`config.mk`:
```
export PLATFORM = sky130hd
export DESIGN_NAME = move_to_front_focus_list_core
export DESIGN_NICKNAME = d
export VERILOG_FILES = /design/src/rtl/mtf_pkg.sv /design/src/rtl/move_to_front_focus_list_core.sv /design/src/rtl/mtf_cell.sv
export SDC_FILE = /design/constraint.sdc
export NUM_CORES = 1
export LEC_CHECK = 0
export BUFFER_PORTS_ARGS = -buffer_cell sky130_fd_sc_hd__buf_2
export CAP_MARGIN = 20
export CORE_UTILIZATION = 40
export CTS_CLUSTER_DIAMETER = 150
export DETAILED_ROUTE_END_ITERATION = 7
export GPL_TIMING_DRIVEN = 0
export SLEW_MARGIN = 20
export SYNTH_ARGS = -nofsm -noshare
export SYNTH_HDL_FRONTEND = slang
export SYNTH_HIERARCHICAL = 1
export SYNTH_SLANG_ARGS = --single-unit
```
`constraint.sdc`:
```
create_clock -name clk -period 19.69 [get_ports clk]
set_input_delay 1.969 -clock clk [delete_from_list [all_inputs] [get_ports clk]]
set_output_delay 1.969 -clock clk [all_outputs]
set_load 0.01 [all_outputs]
```
`src/rtl/mtf_pkg.sv`:
```
package mtf_pkg;

    // Operation codes on func
    localparam logic [1:0] FUNC_PUSH   = 2'd0;
    localparam logic [1:0] FUNC_REMOVE = 2'd1;
    localparam logic [1:0] FUNC_POP    = 2'd2;
    localparam logic [1:0] FUNC_FIND   = 2'd3;

    // Fixed port field widths
    localparam int FUNC_W  = 2;
    localparam int PORT_ID_W  = 6;
    localparam int PORT_CNT_W = 5;

    // Parameter defaults
    localparam int DEPTH_DEF   = 16;
    localparam int ID_BITS_DEF = 6;

    // Per-cycle command broadcast to every cell
    typedef struct packed {
        logic push;    // insert / move to front
        logic remove;  // unlink the matching entry
        logic pop;     // unlink the head
    } ctrl_t;

endpackage

```
`src/rtl/move_to_front_focus_list_core.sv`:
```
// Channel | Direction | Handshake            | Payload
// in      | input     | in_valid / in_ready  | func, client_id, is_floating, is_minimized
// out     | output    | out_valid / out_ready| found, popped_valid, popped_id, head_valid,
//         |           |                      | head_id, tiled_valid, tiled_id, entry_count,
//         |           |                      | overflow
//
// One item per cycle sustained while out_ready holds. The transfer edge updates the
// cell row; the edge that empties the pending stage loads head/tiled from the updated
// row into the output register. The walk ripples through all DEPTH cells.
// Reset clears the count and the handshake state; cell contents are don't-care.
// A stalled output holds one finished result plus one in the pending stage,
// after which in_ready drops until out_ready frees the output register.
module move_to_front_focus_list_core #(
    parameter int DEPTH   = mtf_pkg::DEPTH_DEF,
    parameter int ID_BITS = mtf_pkg::ID_BITS_DEF
) (
    input  logic                          clk,
    input  logic                          rst_n,
    input  logic                          in_valid,
    output logic                          in_ready,
    input  logic [mtf_pkg::FUNC_W-1:0]    func,
    input  logic [mtf_pkg::PORT_ID_W-1:0] client_id,
    input  logic                          is_floating,
    input  logic                          is_minimized,
    output logic                          out_valid,
    input  logic                          out_ready,
    output logic                          found,
    output logic                          popped_valid,
    output logic [mtf_pkg::PORT_ID_W-1:0] popped_id,
    output logic                          head_valid,
    output logic [mtf_pkg::PORT_ID_W-1:0] head_id,
    output logic                          tiled_valid,
    output logic [mtf_pkg::PORT_ID_W-1:0] tiled_id,
    output logic [mtf_pkg::PORT_CNT_W-1:0] entry_count,
    output logic                          overflow
);

    localparam int CW  = $clog2(DEPTH + 1);
    localparam int PIW = mtf_pkg::PORT_ID_W;
    localparam int PCW = mtf_pkg::PORT_CNT_W;

    // ---------------------------------------------------------------
    // Input decode
    // ---------------------------------------------------------------
    logic                     xfer_in;
    logic [ID_BITS+PIW-1:0]   key_wide;
    logic [ID_BITS-1:0]       key;
    logic                     hit_any;
    logic                     is_full;
    mtf_pkg::ctrl_t           ctrl;

    logic [CW-1:0]            count_reg;
    logic [CW-1:0]            count_next;

    // client_id masked / extended to the list's id width
    assign key_wide = {{ID_BITS{1'b0}}, client_id};
    assign key      = key_wide[ID_BITS-1:0];
    assign is_full  = (count_reg == CW'(DEPTH));
    assign xfer_in  = in_valid && in_ready;

    always_comb
    begin
        ctrl = '0;
        if (xfer_in)
        begin
            case (func)
                mtf_pkg::FUNC_PUSH:
                    ctrl.push = !is_minimized && (hit_any || !is_full);
                mtf_pkg::FUNC_REMOVE:
                    ctrl.remove = hit_any;
                mtf_pkg::FUNC_POP:
                    ctrl.pop = (count_reg != '0);
                mtf_pkg::FUNC_FIND:
                    ctrl = '0;
                default:
                    ctrl = '0;
            endcase
        end
    end

    always_comb
    begin
        count_next = count_reg;
        if (ctrl.push && !hit_any)
            count_next = count_reg + CW'(1);
        else if (ctrl.remove || ctrl.pop)
            count_next = count_reg - CW'(1);
    end

    // ---------------------------------------------------------------
    // Cell row: slot 0 is the front
    // ---------------------------------------------------------------
    logic [DEPTH:0]               hit_chain;
    logic [DEPTH:0]               tv_chain;
    logic [ID_BITS-1:0]           tid_chain [DEPTH+1];
    logic [ID_BITS-1:0]           cell_id   [DEPTH];
    logic [DEPTH-1:0]             cell_flt;
    logic [DEPTH-1:0]             occ;

    assign hit_chain[0] = 1'b0;
    assign tv_chain[0]  = 1'b0;
    assign tid_chain[0] = '0;
    assign hit_any      = hit_chain[DEPTH];

    for (genvar i = 0; i < DEPTH; i++)
    begin : g_cell
        logic [ID_BITS-1:0] l_id;
        logic               l_flt;
        logic [ID_BITS-1:0] r_id;
        logic               r_flt;

        assign occ[i] = (count_reg > CW'(i));

        if (i == 0)
        begin : g_front
            assign l_id  = key;
            assign l_flt = is_floating;
        end
        else
        begin : g_mid
            assign l_id  = cell_id[i-1];
            assign l_flt = cell_flt[i-1];
        end

        if (i == DEPTH - 1)
        begin : g_back
            assign r_id  = cell_id[i];
            assign r_flt = cell_flt[i];
        end
        else
        begin : g_inner
            assign r_id  = cell_id[i+1];
            assign r_flt = cell_flt[i+1];
        end

        mtf_cell #(
            .ID_BITS(ID_BITS)
        ) u_cell (
            .clk            (clk),
            .ctrl           (ctrl),
            .key            (key),
            .occ            (occ[i]),
            .left_id        (l_id),
            .left_flt       (l_flt),
            .right_id       (r_id),
            .right_flt      (r_flt),
            .hit_in         (hit_chain[i]),
            .hit_out        (hit_chain[i+1]),
            .tiled_in_valid (tv_chain[i]),
            .tiled_in_id    (tid_chain[i]),
            .tiled_out_valid(tv_chain[i+1]),
            .tiled_out_id   (tid_chain[i+1]),
            .id_q           (cell_id[i]),
            .flt_q          (cell_flt[i])
        );
    end

    // ---------------------------------------------------------------
    // Pending stage: per-op flags captured at transfer
    // ---------------------------------------------------------------
    logic               pend_valid_reg;
    logic               pend_found_reg;
    logic               pend_popped_reg;
    logic [ID_BITS-1:0] pend_popped_id_reg;
    logic               pend_overflow_reg;
    logic               pend_move;

    assign pend_move = pend_valid_reg && (!out_valid || out_ready);
    assign in_ready  = !pend_valid_reg || pend_move;

    always_ff @(posedge clk or negedge rst_n)
    begin
        if (!rst_n)
        begin
            count_reg      <= '0;
            pend_valid_reg <= 1'b0;
        end
        else
        begin
            count_reg <= count_next;
            if (xfer_in)
                pend_valid_reg <= 1'b1;
            else if (pend_move)
                pend_valid_reg <= 1'b0;
        end
    end

    always_ff @(posedge clk)
    begin
        if (xfer_in)
        begin
            pend_found_reg     <= hit_any;
            pend_popped_reg    <= ctrl.pop;
            pend_popped_id_reg <= ctrl.pop ? cell_id[0] : '0;
            pend_overflow_reg  <= (func == mtf_pkg::FUNC_PUSH) && !is_minimized
                                  && !hit_any && is_full;
        end
    end

    // ---------------------------------------------------------------
    // Output register: head and tiled read from the updated row
    // ---------------------------------------------------------------
    logic                   out_valid_reg;
    logic                   found_reg;
    logic                   popped_valid_reg;
    logic [PIW-1:0]         popped_id_reg;
    logic                   head_valid_reg;
    logic [PIW-1:0]         head_id_reg;
    logic                   tiled_valid_reg;
    logic [PIW-1:0]         tiled_id_reg;
    logic [PCW-1:0]         entry_count_reg;
    logic                   overflow_reg;

    logic                   head_nz;
    logic [ID_BITS+PIW-1:0] head_wide;
    logic [ID_BITS+PIW-1:0] tiled_wide;
    logic [ID_BITS+PIW-1:0] popped_wide;
    logic [CW+PCW-1:0]      count_wide;

    assign head_nz     = (count_reg != '0);
    assign head_wide   = {{PIW{1'b0}}, (head_nz ? cell_id[0] : {ID_BITS{1'b0}})};
    assign tiled_wide  = {{PIW{1'b0}},
                          (tv_chain[DEPTH] ? tid_chain[DEPTH] : {ID_BITS{1'b0}})};
    assign popped_wide = {{PIW{1'b0}}, pend_popped_id_reg};
    assign count_wide  = {{PCW{1'b0}}, count_reg};

    always_ff @(posedge clk or negedge rst_n)
    begin
        if (!rst_n)
            out_valid_reg <= 1'b0;
        else if (pend_move)
            out_valid_reg <= 1'b1;
        else if (out_ready)
            out_valid_reg <= 1'b0;
    end

    always_ff @(posedge clk)
    begin
        if (pend_move)
        begin
            found_reg        <= pend_found_reg;
            popped_valid_reg <= pend_popped_reg;
            popped_id_reg    <= popped_wide[PIW-1:0];
            head_valid_reg   <= head_nz;
            head_id_reg      <= head_wide[PIW-1:0];
            tiled_valid_reg  <= tv_chain[DEPTH];
            tiled_id_reg     <= tiled_wide[PIW-1:0];
            entry_count_reg  <= count_wide[PCW-1:0];
            overflow_reg     <= pend_overflow_reg;
        end
    end

    assign out_valid    = out_valid_reg;
    assign found        = found_reg;
    assign popped_valid = popped_valid_reg;
    assign popped_id    = popped_id_reg;
    assign head_valid   = head_valid_reg;
    assign head_id      = head_id_reg;
    assign tiled_valid  = tiled_valid_reg;
    assign tiled_id     = tiled_id_reg;
    assign entry_count  = entry_count_reg;
    assign overflow     = overflow_reg;

    // ---------------------------------------------------------------
    // Checks
    // ---------------------------------------------------------------
    a_count_range: assert property (@(posedge clk) disable iff (!rst_n)
        count_reg <= CW'(DEPTH))
        else $error("entry count beyond depth");

    a_xfer_pends: assert property (@(posedge clk) disable iff (!rst_n)
        xfer_in |=> pend_valid_reg)
        else $error("transfer did not reach pending stage");

    a_ovf_not_found: assert property (@(posedge clk) disable iff (!rst_n)
        out_valid |-> !(overflow && found))
        else $error("overflow reported for a present id");

    a_empty_head: assert property (@(posedge clk) disable iff (!rst_n)
        (out_valid && !head_valid) |-> (entry_count == '0 && !tiled_valid))
        else $error("empty list with entries reported");

endmodule

```
`src/rtl/mtf_cell.sv`:
```
module mtf_cell #(
    parameter int ID_BITS = mtf_pkg::ID_BITS_DEF
) (
    input  logic               clk,
    input  mtf_pkg::ctrl_t     ctrl,
    input  logic [ID_BITS-1:0] key,
    input  logic               occ,
    input  logic [ID_BITS-1:0] left_id,
    input  logic               left_flt,
    input  logic [ID_BITS-1:0] right_id,
    input  logic               right_flt,
    input  logic               hit_in,
    output logic               hit_out,
    input  logic               tiled_in_valid,
    input  logic [ID_BITS-1:0] tiled_in_id,
    output logic               tiled_out_valid,
    output logic [ID_BITS-1:0] tiled_out_id,
    output logic [ID_BITS-1:0] id_q,
    output logic               flt_q
);

    logic [ID_BITS-1:0] id_reg;
    logic [ID_BITS-1:0] id_next;
    logic               flt_reg;
    logic               flt_next;
    logic               match;
    logic               shift_in_left;
    logic               shift_in_right;

    assign match   = occ && (id_reg == key);
    assign hit_out = hit_in || match;

    // push: every entry ahead of the old slot (all, if none) moves back one over it
    // remove: everything from the hit onward moves forward one; pop: everything does
    assign shift_in_left  = ctrl.push && !hit_in;
    assign shift_in_right = ctrl.pop || (ctrl.remove && (hit_in || match));

    always_comb
    begin
        id_next  = id_reg;
        flt_next = flt_reg;
        if (shift_in_left)
        begin
            id_next  = left_id;
            flt_next = left_flt;
        end
        else if (shift_in_right)
        begin
            id_next  = right_id;
            flt_next = right_flt;
        end
    end

    always_ff @(posedge clk)
    begin
        id_reg  <= id_next;
        flt_reg <= flt_next;
    end

    // first non-floating entry, front to back
    assign tiled_out_valid = tiled_in_valid || (occ && !flt_reg);
    assign tiled_out_id    = tiled_in_valid ? tiled_in_id : id_reg;

    assign id_q  = id_reg;
    assign flt_q = flt_reg;

endmodule
```
==> flow_summary.yaml <==
synthesis:
  synth_cell_types: 42
  netlist_instances: 768
  avgSynthCellArea_um2: 13.4
  synth.largest_area_cell: "edfxtp_1"
  ys_top_cells_by_area: "edfxtp_1, mux2_4, mux2_2, xnor2_1, nand2b_4"
  ys_top_cells_by_count: "edfxtp_1, mux2_4, xnor2_1, mux2_2, and2_1"
  synth_top_area_frac: 0.434
  synth_edf_count: 149
  synth_seq_cells: 156
  seq_area_frac_synth: 0.451
  netlist_area_mm2: 0.0103
  synth_top_flop_cell: "edfxtp_1"
  yosysMostFrequentCell: "edfxtp_1"
  ys_async_sr_fraction: 0.0449
  yosysWarnings: 6
placement:
  gp_congestion: 0.781
  pre_cts_ws_ns: 11.08
  dpl-instance-area_mm2: 0.0110
  dp_hpwl_um: 16900
  io_buffers: 43
detailed_routing:
  highest-signal-layer: "met5"
  wl_um: 22900
  firstDrtPassIters: 5
  detail_route.wl_per_cell_um: 19.3
  drc: 0
  via_per_inst: 5.24
  wl_met1_um: 11400
  drtIter0Drc: 460
  dr_wl_met2_um: 10600
  antenna_left: 0
  route.met3.wl_um: 662
  vias: 6231
clock_network:
  cts_resized: 0
  cts_buffers: 17
  root_buffer: "clkbuf_16"
  path_clk_slew_ns: 0.07
  postCtsHoldBufs: 0
  htree_num_levels: 4
  clock_sinks: 156
  clk_path_buf_depth: 2
  clk_latency_ns: 0.42
  postCtsSetupBuffers: 0
  cts_tree: "yes"
worst_setup_path:
  cpMostUsedCell: "o21bai_1"
  cpMaxStageDelayCell: "o21ai_0"
  crit_type: "input port to register"
  critPathTopFamily: "compound AO/OA/AOI/OAI gates"
  end_kind: "register"
  crit_arrival_ns: 8.32
  reg2reg_slack_ns: 12.43
  critPathMaxFanout: 18
  r2r_end: "g_cell[10].u_cell/flt_q$_DFFE_PP_"
  max_stage_delay_ns: 0.82
  cp_num_buf_inv: 2
  timing.rr.start: "count_reg[1]$_DFFE_PN0P_"
  worstPathRequired_ns: 19.73
  worstRegToRegCells: 25
  start_kind: "input port"
global_route:
  grt.total_usage: 0.181
  grt_max_degree: 29
  grt_pass1_vias: 6227
  grt_pass1_wl_um: 36400
  antenna_found_initial: 1
  overflow: 0
sta:
  fin_worst_skew_ns: 0.00832
  fin_crit_ns: 8.28
  max_freq_mhz: 121
  setup_slack_ns: 11.41
  tns_ns: 0
  worstMarginPinSlew_ns: 1.10
  timing.final.crit_share: 0.421
  setup_viol: 0
  maxSlewHeadroom: 0.256
  rsz0062_at_grt: "false"
  maxSlewViolCount: 0
  hold_violations: 0
floorplan:
  start_util: 0.408
  die_area_mm2: 0.0264
  die_x_um: 163
  rows: 58
  die_h_um: 163
  num_io_pins: 44
  core-area_mm2: 0.0253
hold_path:
  min_path_type: "register to register"
  min-delay-start: "pend_overflow_reg$_DFFE_PP_"
  holdPathEnd: "overflow$_DFFE_PP_"
  min_path_cells: 0
power:
  ir_drop_mv: 0.0713
  p_total_uw: 992
  pwr_density_cell_mw_per_mm2: 85.4
  p_leak_uw: 0.00445
status:
  status: "finished clean"
job:
  max-cap-violations: 0
final_layout:
  final_nets: 866
  drive_gt1_frac: 0.404
  fin_area_mm2: 0.0116
  antenna_cells: 0
  area_growth_syn_to_layout_pct: 12.6
  largest_reg_flops: 96
[kinds of logic after synthesis]
family / after synthesis / share of synthesized area
XOR/XNOR: 99 / 0.0841
AO/OA/AOI/OAI: 84 / 0.0520
other: 1 / 0.000364
AND/OR/NAND/NOR: 155 / 0.101
adder cells (fa/ha/maj): 6 / 0.00728
multiplexers: 208 / 0.268
flip-flops: 156 / 0.451
buffers and inverters: 59 / 0.0365
[final cells by class]
cell class,instances,area [um2]
buffer,35,287
clock buffer,17,425
clock inverter,14,134
fill,2297,13600
inverter,24,90.1
multi-input combinational,562,5340
sequential,156,4650
tap,330,413
timing repair buffer,50,283
[how the worst max path moves through the flow]
stage | slack [ns] | endpoint | start | depth (start not counted)
floorplan | 10.78 | g_cell[0].u_cell/flt_q$_DFFE_PP_ | client_id[0] | 24
global placement | 8.11 | g_cell[5].u_cell/flt_q$_DFFE_PP_ | client_id[1] | 25
detailed placement | 11.08 | g_cell[10].u_cell/id_q[3]$_DFFE_PP_ | client_id[1] | 25
CTS | 11.46 | g_cell[10].u_cell/flt_q$_DFFE_PP_ | client_id[1] | 25
global route | 10.85 | g_cell[10].u_cell/id_q[2]$_DFFE_PP_ | client_id[1] | 25
finish | 11.41 | g_cell[10].u_cell/flt_q$_DFFE_PP_ | client_id[1] | 25
[stage by stage]
stage	hold WS (ns)	std cells	utilization
after floorplan	0.400	777	-
after global placement	0.403	1150	0.435
after detailed placement	0.406	1155	0.437
after CTS	0.422	1186	0.460
after global routing	0.427	1188	0.460
final	0.419	1188	0.460
[routing by layer]
metal | up-vias | track usage
met2 | 118 | 0.289
met5 | - | 0
li1 | 2997 | -
met4 | 2 | 0.0476
met1 | 3097 | 0.254
met3 | 17 | 0.0275
[layout by cell type, fill, tap and decap left out, drive strengths merged, types with 19 or more instances in the layout]
master | netlist | layout
and2 | 29 | 29
edfxtp | 149 | 149
inv | 23 | 28
nand2b | 19 | 19
nand3 | 19 | 19
mux2 | 208 | 208
xnor2 | 98 | 98
clkbuf | 1 | 19
buf | 34 | 83
o21ai | 28 | 28
nand2 | 23 | 23
[report_power, final]
group / switching [uW] / leakage (uW) / internal (uW)
Clock: 145 / 0.000265 / 166
Sequential: 30.4 / 0.00147 / 402
Combinational: 130 / 0.00272 / 118
Total: 306 / 0.00445 / 686
Note: power is estimated with default switching activity, not from simulation.
